===== config.mk =====
export PLATFORM = sky130hd
export DESIGN_NAME = shared_buffer_multi_stack
export DESIGN_NICKNAME = d
export VERILOG_FILES = /design/src/hdl/sbms_pkg.sv /design/src/hdl/sbms_ctrl.sv /design/src/hdl/sbms_datapath.sv /design/src/hdl/shared_buffer_multi_stack.sv
export SDC_FILE = /design/constraint.sdc
export NUM_CORES = 2
export LEC_CHECK = 0
export BUFFER_PORTS_ARGS = -buffer_cell sky130_fd_sc_hd__buf_4
export CAP_MARGIN = 20
export CORE_UTILIZATION = 42
export CTS_CLUSTER_DIAMETER = 120
export DETAILED_ROUTE_END_ITERATION = 7
export GPL_ROUTABILITY_DRIVEN = 0
export PLACE_DENSITY_LB_ADDON = 0.25
export SLEW_MARGIN = 10
export SYNTH_ARGS = -nofsm -noshare
export SYNTH_HDL_FRONTEND = slang
export SYNTH_SLANG_ARGS = --single-unit

===== constraint.sdc =====
create_clock -name clock -period 8 [get_ports clock]
set_input_delay 1.6 -clock clock [delete_from_list [all_inputs] [get_ports clock]]
set_output_delay 1.6 -clock clock [all_outputs]
set_load 0.01 [all_outputs]

===== src/hdl/sbms_pkg.sv =====
`timescale 1ns / 1ps
// ----------------------------------------------------------------------------
// Shared buffer multi-stack package
// Sizes, payload types, status codes, controller states and the command and
// status groups that pass between the controller and the datapath.
// ----------------------------------------------------------------------------
package sbms_pkg;

   // Geometry of the shared buffer.
   localparam int NUM_STACKS  = 4;
   localparam int STACK_DEPTH = 16;
   localparam int BUF_SLOTS   = NUM_STACKS * STACK_DEPTH;
   localparam int DATA_W      = 32;
   localparam int STK_W       = $clog2(NUM_STACKS);
   localparam int SLOT_W      = $clog2(BUF_SLOTS);
   localparam int CNT_W       = $clog2(BUF_SLOTS + 1);
   localparam int SUM_W       = SLOT_W + 1;

   // Operation codes of the action field.
   localparam logic ACT_PUSH = 1'b0;
   localparam logic ACT_POP  = 1'b1;

   typedef enum logic [1:0] {
      STATUS_OK        = 2'd0,
      STATUS_OVERFLOW  = 2'd1,
      STATUS_UNDERFLOW = 2'd2
   } status_type;

   typedef struct packed {
      logic                     action;
      logic [1:0]               stack_sel;
      logic signed [DATA_W-1:0] push_value;
   } req_type;

   typedef struct packed {
      logic signed [DATA_W-1:0] pop_value;
      status_type               status;
   } rsp_type;

   typedef enum logic [2:0] {
      ST_IDLE,
      ST_DECIDE,
      ST_SEARCH,
      ST_MOVE,
      ST_MOVE_LOAD,
      ST_PUSH_WR,
      ST_FINISH
   } state_type;

   // Commands from the controller to the datapath.
   typedef struct packed {
      logic       load_req;
      logic       use_sel;
      logic       set_code;
      status_type code;
      logic       push_wr;
      logic       room_inc;
      logic       pop_rd;
      logic       search_start;
      logic       search_step;
      logic       search_end;
      logic       load_k;
      logic       move_step;
      logic       stack_done;
      logic       rsp_load;
   } cmd_type;

   // Status from the datapath to the controller.
   typedef struct packed {
      logic is_push;
      logic sel_ok;
      logic buf_full;
      logic idx_empty;
      logic idx_full;
      logic cur_is_sel;
      logic cur_is_last;
      logic move_idle;
      logic out_free;
   } sts_type;

   // Next stack around the ring.
   function automatic logic [STK_W-1:0] stack_next(input logic [STK_W-1:0] s);
      if (s == STK_W'(NUM_STACKS - 1)) begin
         return '0;
      end
      return s + STK_W'(1);
   endfunction

   // Previous stack around the ring.
   function automatic logic [STK_W-1:0] stack_prev(input logic [STK_W-1:0] s);
      if (s == '0) begin
         return STK_W'(NUM_STACKS - 1);
      end
      return s - STK_W'(1);
   endfunction

   // Slot address base + off, wrapped around the buffer (off is at most BUF_SLOTS).
   function automatic logic [SLOT_W-1:0] slot_add(input logic [SLOT_W-1:0] base,
                                                 input logic [CNT_W-1:0]  off);
      logic [SUM_W-1:0] sum;
      sum = SUM_W'(base) + SUM_W'(off);
      if (sum >= SUM_W'(BUF_SLOTS)) begin
         sum = sum - SUM_W'(BUF_SLOTS);
      end
      return sum[SLOT_W-1:0];
   endfunction

endpackage


===== src/hdl/sbms_ctrl.sv =====
`timescale 1ns / 1ps
// ----------------------------------------------------------------------------
// Shared buffer multi-stack controller
// Sequences one transaction at a time: decide, search for a stack with room,
// shift the full neighbours up slot by slot, write the push, answer.
// ----------------------------------------------------------------------------
module sbms_ctrl (
   input  logic              clock,
   input  logic              reset,
   input  logic              req_valid,
   output logic              req_stall,
   input  sbms_pkg::sts_type sts,
   output sbms_pkg::cmd_type cmd
);
   import sbms_pkg::*;

   state_type state_ff, state_in;

   // State register.
   always_ff @(posedge clock) begin
      if (reset) begin
         state_ff <= ST_IDLE;
      end else begin
         state_ff <= state_in;
      end
   end

   // Next state and commands.
   always_comb begin
      state_in  = state_ff;
      cmd       = '0;
      cmd.code  = STATUS_OK;
      req_stall = 1'b1;
      case (state_ff)
         ST_IDLE: begin
            req_stall = 1'b0;
            if (req_valid) begin
               cmd.load_req = 1'b1;
               state_in     = ST_DECIDE;
            end
         end
         ST_DECIDE: begin
            cmd.use_sel  = 1'b1;
            cmd.set_code = 1'b1;
            if (sts.is_push) begin
               if (!sts.sel_ok || sts.buf_full) begin
                  cmd.code = STATUS_OVERFLOW;
                  state_in = ST_FINISH;
               end else if (!sts.idx_full) begin
                  cmd.push_wr = 1'b1;
                  state_in    = ST_FINISH;
               end else begin
                  cmd.search_start = 1'b1;
                  state_in         = ST_SEARCH;
               end
            end else begin
               if (!sts.sel_ok || sts.idx_empty) begin
                  cmd.code = STATUS_UNDERFLOW;
               end else begin
                  cmd.pop_rd = 1'b1;
               end
               state_in = ST_FINISH;
            end
         end
         ST_SEARCH: begin
            // Walk forward past full neighbours to the first one with a free slot.
            if (sts.idx_full && !sts.cur_is_sel) begin
               cmd.search_step = 1'b1;
            end else begin
               cmd.search_end = 1'b1;
               state_in       = ST_MOVE;
            end
         end
         ST_MOVE: begin
            if (!sts.move_idle) begin
               cmd.move_step = 1'b1;
            end else begin
               cmd.stack_done = 1'b1;
               state_in       = sts.cur_is_last ? ST_PUSH_WR : ST_MOVE_LOAD;
            end
         end
         ST_MOVE_LOAD: begin
            cmd.load_k = 1'b1;
            state_in   = ST_MOVE;
         end
         ST_PUSH_WR: begin
            cmd.use_sel  = 1'b1;
            cmd.push_wr  = 1'b1;
            cmd.room_inc = 1'b1;
            cmd.set_code = 1'b1;
            state_in     = ST_FINISH;
         end
         ST_FINISH: begin
            if (sts.out_free) begin
               cmd.rsp_load = 1'b1;
               state_in     = ST_IDLE;
            end
         end
         default: begin
            state_in = ST_IDLE;
         end
      endcase
   end

endmodule


===== src/hdl/sbms_datapath.sv =====
`timescale 1ns / 1ps
// ----------------------------------------------------------------------------
// Shared buffer multi-stack datapath
// Per-stack start, fill and room registers, the shared slot memory with its
// registered read port, the shift pipeline and the output register.
// ----------------------------------------------------------------------------
module sbms_datapath (
   input  logic              clock,
   input  logic              reset,
   input  sbms_pkg::cmd_type cmd,
   output sbms_pkg::sts_type sts,
   input  sbms_pkg::req_type req_data,
   input  logic              rsp_stall,
   output logic              rsp_valid,
   output sbms_pkg::rsp_type rsp_data
);
   import sbms_pkg::*;

   req_type                  op_ff, op_in;
   logic [STK_W-1:0]         cur_ff, cur_in;
   logic [STK_W-1:0]         sel_idx, idx;
   logic [SLOT_W-1:0]        start_ff [NUM_STACKS];
   logic [SLOT_W-1:0]        start_in [NUM_STACKS];
   logic [CNT_W-1:0]         fill_ff [NUM_STACKS];
   logic [CNT_W-1:0]         fill_in [NUM_STACKS];
   logic [CNT_W-1:0]         room_ff [NUM_STACKS];
   logic [CNT_W-1:0]         room_in [NUM_STACKS];
   logic [CNT_W-1:0]         total_ff, total_in;
   logic [CNT_W-1:0]         k_ff, k_in;
   logic                     pend_ff, pend_in;
   logic [SLOT_W-1:0]        dst_ff, dst_in;
   status_type               code_ff, code_in;
   logic                     rsp_valid_ff, rsp_valid_in;
   rsp_type                  rsp_ff, rsp_in;

   logic signed [DATA_W-1:0] mem [BUF_SLOTS];
   logic signed [DATA_W-1:0] rd_ff;
   logic                     mem_we, mem_re;
   logic [SLOT_W-1:0]        mem_wa, mem_ra;
   logic signed [DATA_W-1:0] mem_wd;

   logic                     sel_ok;
   logic [SLOT_W-1:0]        idx_start;
   logic [CNT_W-1:0]         idx_fill, idx_room;

   // One stack is addressed per cycle: the selected one or the walking pointer.
   assign sel_ok    = int'(op_ff.stack_sel) < NUM_STACKS;
   assign sel_idx   = STK_W'(op_ff.stack_sel);
   assign idx       = cmd.use_sel ? sel_idx : cur_ff;
   assign idx_start = start_ff[idx];
   assign idx_fill  = fill_ff[idx];
   assign idx_room  = room_ff[idx];

   // Status toward the controller.
   always_comb begin
      sts.is_push     = op_ff.action == ACT_PUSH;
      sts.sel_ok      = sel_ok;
      sts.buf_full    = total_ff >= CNT_W'(BUF_SLOTS);
      sts.idx_empty   = idx_fill == '0;
      sts.idx_full    = idx_fill >= idx_room;
      sts.cur_is_sel  = cur_ff == sel_idx;
      sts.cur_is_last = cur_ff == stack_next(sel_idx);
      sts.move_idle   = (k_ff == '0) && !pend_ff;
      sts.out_free    = !rsp_valid_ff || !rsp_stall;
   end

   // Next values of the bookkeeping registers and the memory port controls.
   always_comb begin
      op_in    = op_ff;
      cur_in   = cur_ff;
      start_in = start_ff;
      fill_in  = fill_ff;
      room_in  = room_ff;
      total_in = total_ff;
      k_in     = k_ff;
      pend_in  = pend_ff;
      dst_in   = dst_ff;
      code_in  = code_ff;
      mem_we   = 1'b0;
      mem_wa   = slot_add(idx_start, idx_fill);
      mem_wd   = op_ff.push_value;
      mem_re   = 1'b0;
      mem_ra   = slot_add(idx_start, idx_fill - CNT_W'(1));

      if (cmd.load_req) begin
         op_in = req_data;
      end
      if (cmd.set_code) begin
         code_in = cmd.code;
      end

      // Ring pointer for the search and the backward shift walk.
      if (cmd.search_start) begin
         cur_in = stack_next(sel_idx);
      end else if (cmd.search_step) begin
         cur_in = stack_next(cur_ff);
      end else if (cmd.stack_done) begin
         cur_in = stack_prev(cur_ff);
      end

      // Push writes the new top; pop reads the old top.
      if (cmd.push_wr) begin
         mem_we        = 1'b1;
         fill_in[idx]  = idx_fill + CNT_W'(1);
         total_in      = total_ff + CNT_W'(1);
      end
      if (cmd.room_inc) begin
         room_in[idx] = idx_room + CNT_W'(1);
      end
      if (cmd.pop_rd) begin
         mem_re       = 1'b1;
         fill_in[idx] = idx_fill - CNT_W'(1);
         total_in     = total_ff - CNT_W'(1);
      end

      // The stack that ends the chain gives up one slot.
      if (cmd.search_end && (idx_room != '0)) begin
         room_in[idx] = idx_room - CNT_W'(1);
      end
      if (cmd.search_end || cmd.load_k) begin
         k_in    = idx_fill;
         pend_in = 1'b0;
      end

      // Shift pipeline: read slot k-1 while writing the slot read last cycle.
      if (cmd.move_step) begin
         if (pend_ff) begin
            mem_we = 1'b1;
            mem_wa = dst_ff;
            mem_wd = rd_ff;
         end
         if (k_ff != '0) begin
            mem_re = 1'b1;
            mem_ra = slot_add(idx_start, k_ff - CNT_W'(1));
            dst_in = slot_add(idx_start, k_ff);
            k_in   = k_ff - CNT_W'(1);
         end
         pend_in = k_ff != '0;
      end
      if (cmd.stack_done) begin
         start_in[idx] = slot_add(idx_start, CNT_W'(1));
      end
   end

   // Output register: holds the answer until the receiver takes it.
   always_comb begin
      rsp_valid_in = rsp_valid_ff;
      rsp_in       = rsp_ff;
      if (!rsp_stall) begin
         rsp_valid_in = 1'b0;
      end
      if (cmd.rsp_load) begin
         rsp_valid_in     = 1'b1;
         rsp_in.status    = code_ff;
         rsp_in.pop_value = ((code_ff == STATUS_OK) && (op_ff.action == ACT_POP)) ?
                            rd_ff : '0;
      end
   end

   // Control registers.
   always_ff @(posedge clock) begin
      if (reset) begin
         for (int i = 0; i < NUM_STACKS; i++) begin
            start_ff[i] <= SLOT_W'(i * STACK_DEPTH);
            fill_ff[i]  <= '0;
            room_ff[i]  <= CNT_W'(STACK_DEPTH);
         end
         total_ff     <= '0;
         k_ff         <= '0;
         pend_ff      <= 1'b0;
         rsp_valid_ff <= 1'b0;
      end else begin
         start_ff     <= start_in;
         fill_ff      <= fill_in;
         room_ff      <= room_in;
         total_ff     <= total_in;
         k_ff         <= k_in;
         pend_ff      <= pend_in;
         rsp_valid_ff <= rsp_valid_in;
      end
   end

   // Payload registers.
   always_ff @(posedge clock) begin
      op_ff   <= op_in;
      cur_ff  <= cur_in;
      dst_ff  <= dst_in;
      code_ff <= code_in;
      rsp_ff  <= rsp_in;
   end

   // Shared slot memory, one write and one registered read per cycle.
   always_ff @(posedge clock) begin
      if (mem_we) begin
         mem[mem_wa] <= mem_wd;
      end
      if (mem_re) begin
         rd_ff <= mem[mem_ra];
      end
   end

   assign rsp_valid = rsp_valid_ff;
   assign rsp_data  = rsp_ff;

endmodule


===== src/hdl/shared_buffer_multi_stack.sv =====
`timescale 1ns / 1ps
// A pop, a rejected push or a push into free room is decided and then answered, and the
// next transaction can be taken once the answer has been loaded into the output register.
// A push onto a full stack adds a search step per stack searched, a shift step per slot
// moved, closing steps per shifted stack, a reload per further stack and the final write.
// One transaction at a time; a new one is taken while the last answer waits.
// Synchronous reset restores the even split with all stacks empty.
// ----------------------------------------------------------------------------
// Shared buffer multi-stack
// Several stacks in one circular buffer; a full stack borrows slots from its
// neighbours around the ring, shifting their contents up by one.
// ----------------------------------------------------------------------------
module shared_buffer_multi_stack (
   input  logic              clock,
   input  logic              reset,
   input  logic              req_valid,
   output logic              req_stall,
   input  sbms_pkg::req_type req_data,
   output logic              rsp_valid,
   input  logic              rsp_stall,
   output sbms_pkg::rsp_type rsp_data
);
   import sbms_pkg::*;

   cmd_type cmd;
   sts_type sts;

   // Sequencer.
   sbms_ctrl u_ctrl (
      .clock     (clock),
      .reset     (reset),
      .req_valid (req_valid),
      .req_stall (req_stall),
      .sts       (sts),
      .cmd       (cmd)
   );

   // Storage and arithmetic.
   sbms_datapath u_datapath (
      .clock     (clock),
      .reset     (reset),
      .cmd       (cmd),
      .sts       (sts),
      .req_data  (req_data),
      .rsp_stall (rsp_stall),
      .rsp_valid (rsp_valid),
      .rsp_data  (rsp_data)
   );

endmodule

==> reports/qor.yml <==
status: "finished with violations"
violations: "DRC"
grtUsageTotal_pct: 25.1
cts_resized: 0
synth_area_leaders: "edfxtp_1 (70%), nand2_1 (6.7%), mux2i_1 (4.3%)"
rsz0062_at_grt: "no"
start_util_pct: 42.2
io_pins: 75
yosys.area.top_type: "edfxtp_1"
cts_buffer_depth: 3
synthCells: 6996
synth_commonest_cells: "edfxtp_1 (2,159), nand2_1 (1,665), a21oi_1 (495)"
synth_most_common_cell: "edfxtp_1"
hold_viol_final: 0
cts_tree: "done"
met1_usage_pct: 35.6
grt_pass1_wl_um: 408000
die_y_um: 472
viasPerCell: 5.91
rows: 172
dpl-instance-area_um2: 98600
clk_pin_slew_ns: 0.06
cpMostUsedCell: "inv_1"
synth_ff_type: "edfxtp_1"
cts_buffers: 224
vdd_drop_max_mv: 0.389
period_minus_slack_ns: 7.14
synth-seq-area-share_pct: 72.1
synth_area_per_cell_um2: 13.3
drc_errors: 3
final_layout_size_suffix_gt1_share_pct: 11.6
antenna_found_initial: 10
fmax_mhz: 140
final_core_util_pct: 48.1
setup_viol: 0
pre_cts_slack_ns: 0.952
clk_latency_ns: 0.88
criticalPathCategory: "register to register"
regArea_um2: 66800
yosys_warnings: 0
hold_path.class: "register to register"
relSlewSlack_pct: 23.8
worstHoldStart: "u_datapath.start_ff[1]"
finalCritPeriodShare_pct: 89.3
endpoint_kind: "register"
fillers: 19021
wirelength_um: 285000
finalWorstSetupSlack_ns: 0.856
drt-initial-drc-count: 8315
maxCapViolations: 0
dr.pass1.iters: 8
clock-sinks: 2258
fin_setup_tns_ns: 0
final_max_slew_viol_count: 0
layout.nets: 7176
cp_data_required_time_ns: 8.57
stdcell_area_um2: 106000
async_reset_ff_share_pct: 0
multi_input_area_um2: 24700
ctsHtreeMaxLevel: 4
fin_cells: 10159
cp-startpoint: "u_ctrl.state_ff[1]"
die-area_um2: 223000
yosysTopAreaCellShare_pct: 69.9
grt-busiest-layer: "met2"
grt_max_degree: 135
root_buffer: "clkbuf_16"
synth_edf_count: 2159
wl_per_cell_um: 28.0
grt_overflow_total: 0
cts_setup_buffers: 0
ant_nets: 0
cp.arrival_ns: 7.71
crit_chain: "nand2b_1 > inv_1 > o21ai_2 > mux4_2 > inv_1 > ha_1 > inv_1 > fa_1 > xnor2_1 > mux2_8 > nand2_2 > buf_4 > nor3_1 > nor4_1 > a31oi_1 > mux2i_1"
path_max_fanout: 83
fin_skew_ns: 0.0762
netlist_area_um2: 92700
core_area_um2: 220000
numPortBuffers: 74
ys_seq_elements: 2258
place_inst: 9740
cts_hold_buf: 0
worst_pin_slew_ns: 1.14
fp.dieW_um: 472
worstReg2RegStart: "u_ctrl.state_ff[1]"
met3_usage_pct: 4.49
cellPowerDensity_nw_per_um2: 381
p_leak_nw: 36.9
met2_usage_pct: 38.6
synth.distinct_cells: 80
cp_slowest_cell: "dfxtp_1"
first_global_vias: 56992
syn_nets: 7076
critPathMaxStageDelay_ns: 0.72
startpoint_type: "register"
place_hpwl_um: 167000
syn_to_final_growth_pct: 13.9
vias: 60006
-- routing by layer --
layer / share of wire, % / up-vias / wire [um]
met2: 46 / 3089 / 130000
met3: 9.7 / 448 / 27500
li1: - / 26238 / -
met4: 3.6 / 2 / 10200
met1: 41 / 30229 / 117000
met5: 0.0046 / - / 13
-- stage by stage --
| stage | power, W | hold WS (ns) |
|---|---|---|
| 2_1_floorplan | 0.0236 | 0.427 |
| 3_3_place_gp | 0.0299 | 0.446 |
| 3_5_place_dp | 0.0300 | 0.453 |
| 4_1_cts | 0.0401 | 0.461 |
| 5_1_grt | 0.0417 | 0.476 |
| 6_report | 0.0402 | 0.456 |
-- report_power, final --
group / total, W / switching [W] / internal [W] / leakage, nW
Sequential: 0.0141 / 0.000220 / 0.0139 / 20.2
Combinational: 0.0160 / 0.0111 / 0.00489 / 13.3
Clock: 0.0102 / 0.00454 / 0.00562 / 3.40
Total: 0.0402 / 0.0158 / 0.0244 / 36.9
-- state kept, by name, summed over array words and instances (netlist names), 3 cells and up, named ones only --
name	count
u_ctrl.state_ff	3
u_datapath.mem	2048
u_datapath.start_ff	24
u_datapath.k_ff	7
u_datapath.rsp_data	34
u_datapath.op_ff	33
u_datapath.rd_ff	32
u_datapath.room_ff	28
u_datapath.total_ff	7
u_datapath.dst_ff	6
u_datapath.fill_ff	24
-- final cells by class --
class,instances,area share (%)
antenna,6,0.0142
clock buffer,284,5.56
clock inverter,128,1.09
inverter,44,0.156
multi-input combinational,4234,23.4
sequential,2258,63.2
tap,2871,3.40
timing repair buffer,334,3.14
-- worst max-delay path: cells and delay by family (launching register included) --
| kind | cells | cell delay, ns |
|---|---|---|
| and+or+nand+nor | 4 | 1.48 |
| muxes | 3 | 1.22 |
| AOI/OAI and AO/OA | 2 | 1.14 |
| buffers and inverters | 4 | 0.93 |
| adders and majority gates | 2 | 0.92 |
| DFF | 1 | 0.72 |
| xor gates and xnor gates | 1 | 0.37 |
-- cells by family (layout without fill, tap and decap cells) --
| group | after synthesis | after routing | share of synthesized area, % |
|---|---|---|---|
| xor gates and xnor gates | 50 | 50 | 0.493 |
| muxes | 479 | 479 | 5.52 |
| other | 0 | 6 | 0 |
| and+or+nand+nor | 2503 | 2503 | 11.5 |
| adders and majority gates | 46 | 46 | 0.648 |
| AOI/OAI and AO/OA | 1156 | 1156 | 7.59 |
| DFF | 2258 | 2258 | 72.1 |
| buffers and inverters | 504 | 790 | 2.18 |
-- path summary, 6_finish.rpt --
kind | to | depth (start not counted) | slack, ns
worst max register to register | u_datapath.rd_ff[30] | 16 | 0.86
worst max-delay path | u_datapath.rd_ff[30] | 16 | 0.86
worst min-delay path | u_datapath.start_ff[1] | 2 | 0.46
worst min register to register | u_datapath.start_ff[1] | 2 | 0.46
-- cell usage in the layout, fill, tap and decap left out, drive strengths merged, types with 33 or more instances in the layout --
cell type and count:
clkbuf 285, a311oi 92, mux2 59, edfxtp 2159, xnor2 33, and3 119, nor2 158, dfxtp 99
a21oi 495, o21ai 214, buf 333, nor4 35, a31oi 141, mux2i 400, nor3 86, clkinv 104
o32ai 49, inv 52, and2 44, nand3 311, ha 36, nand2 1665
Power figures use the tool's default switching activity.
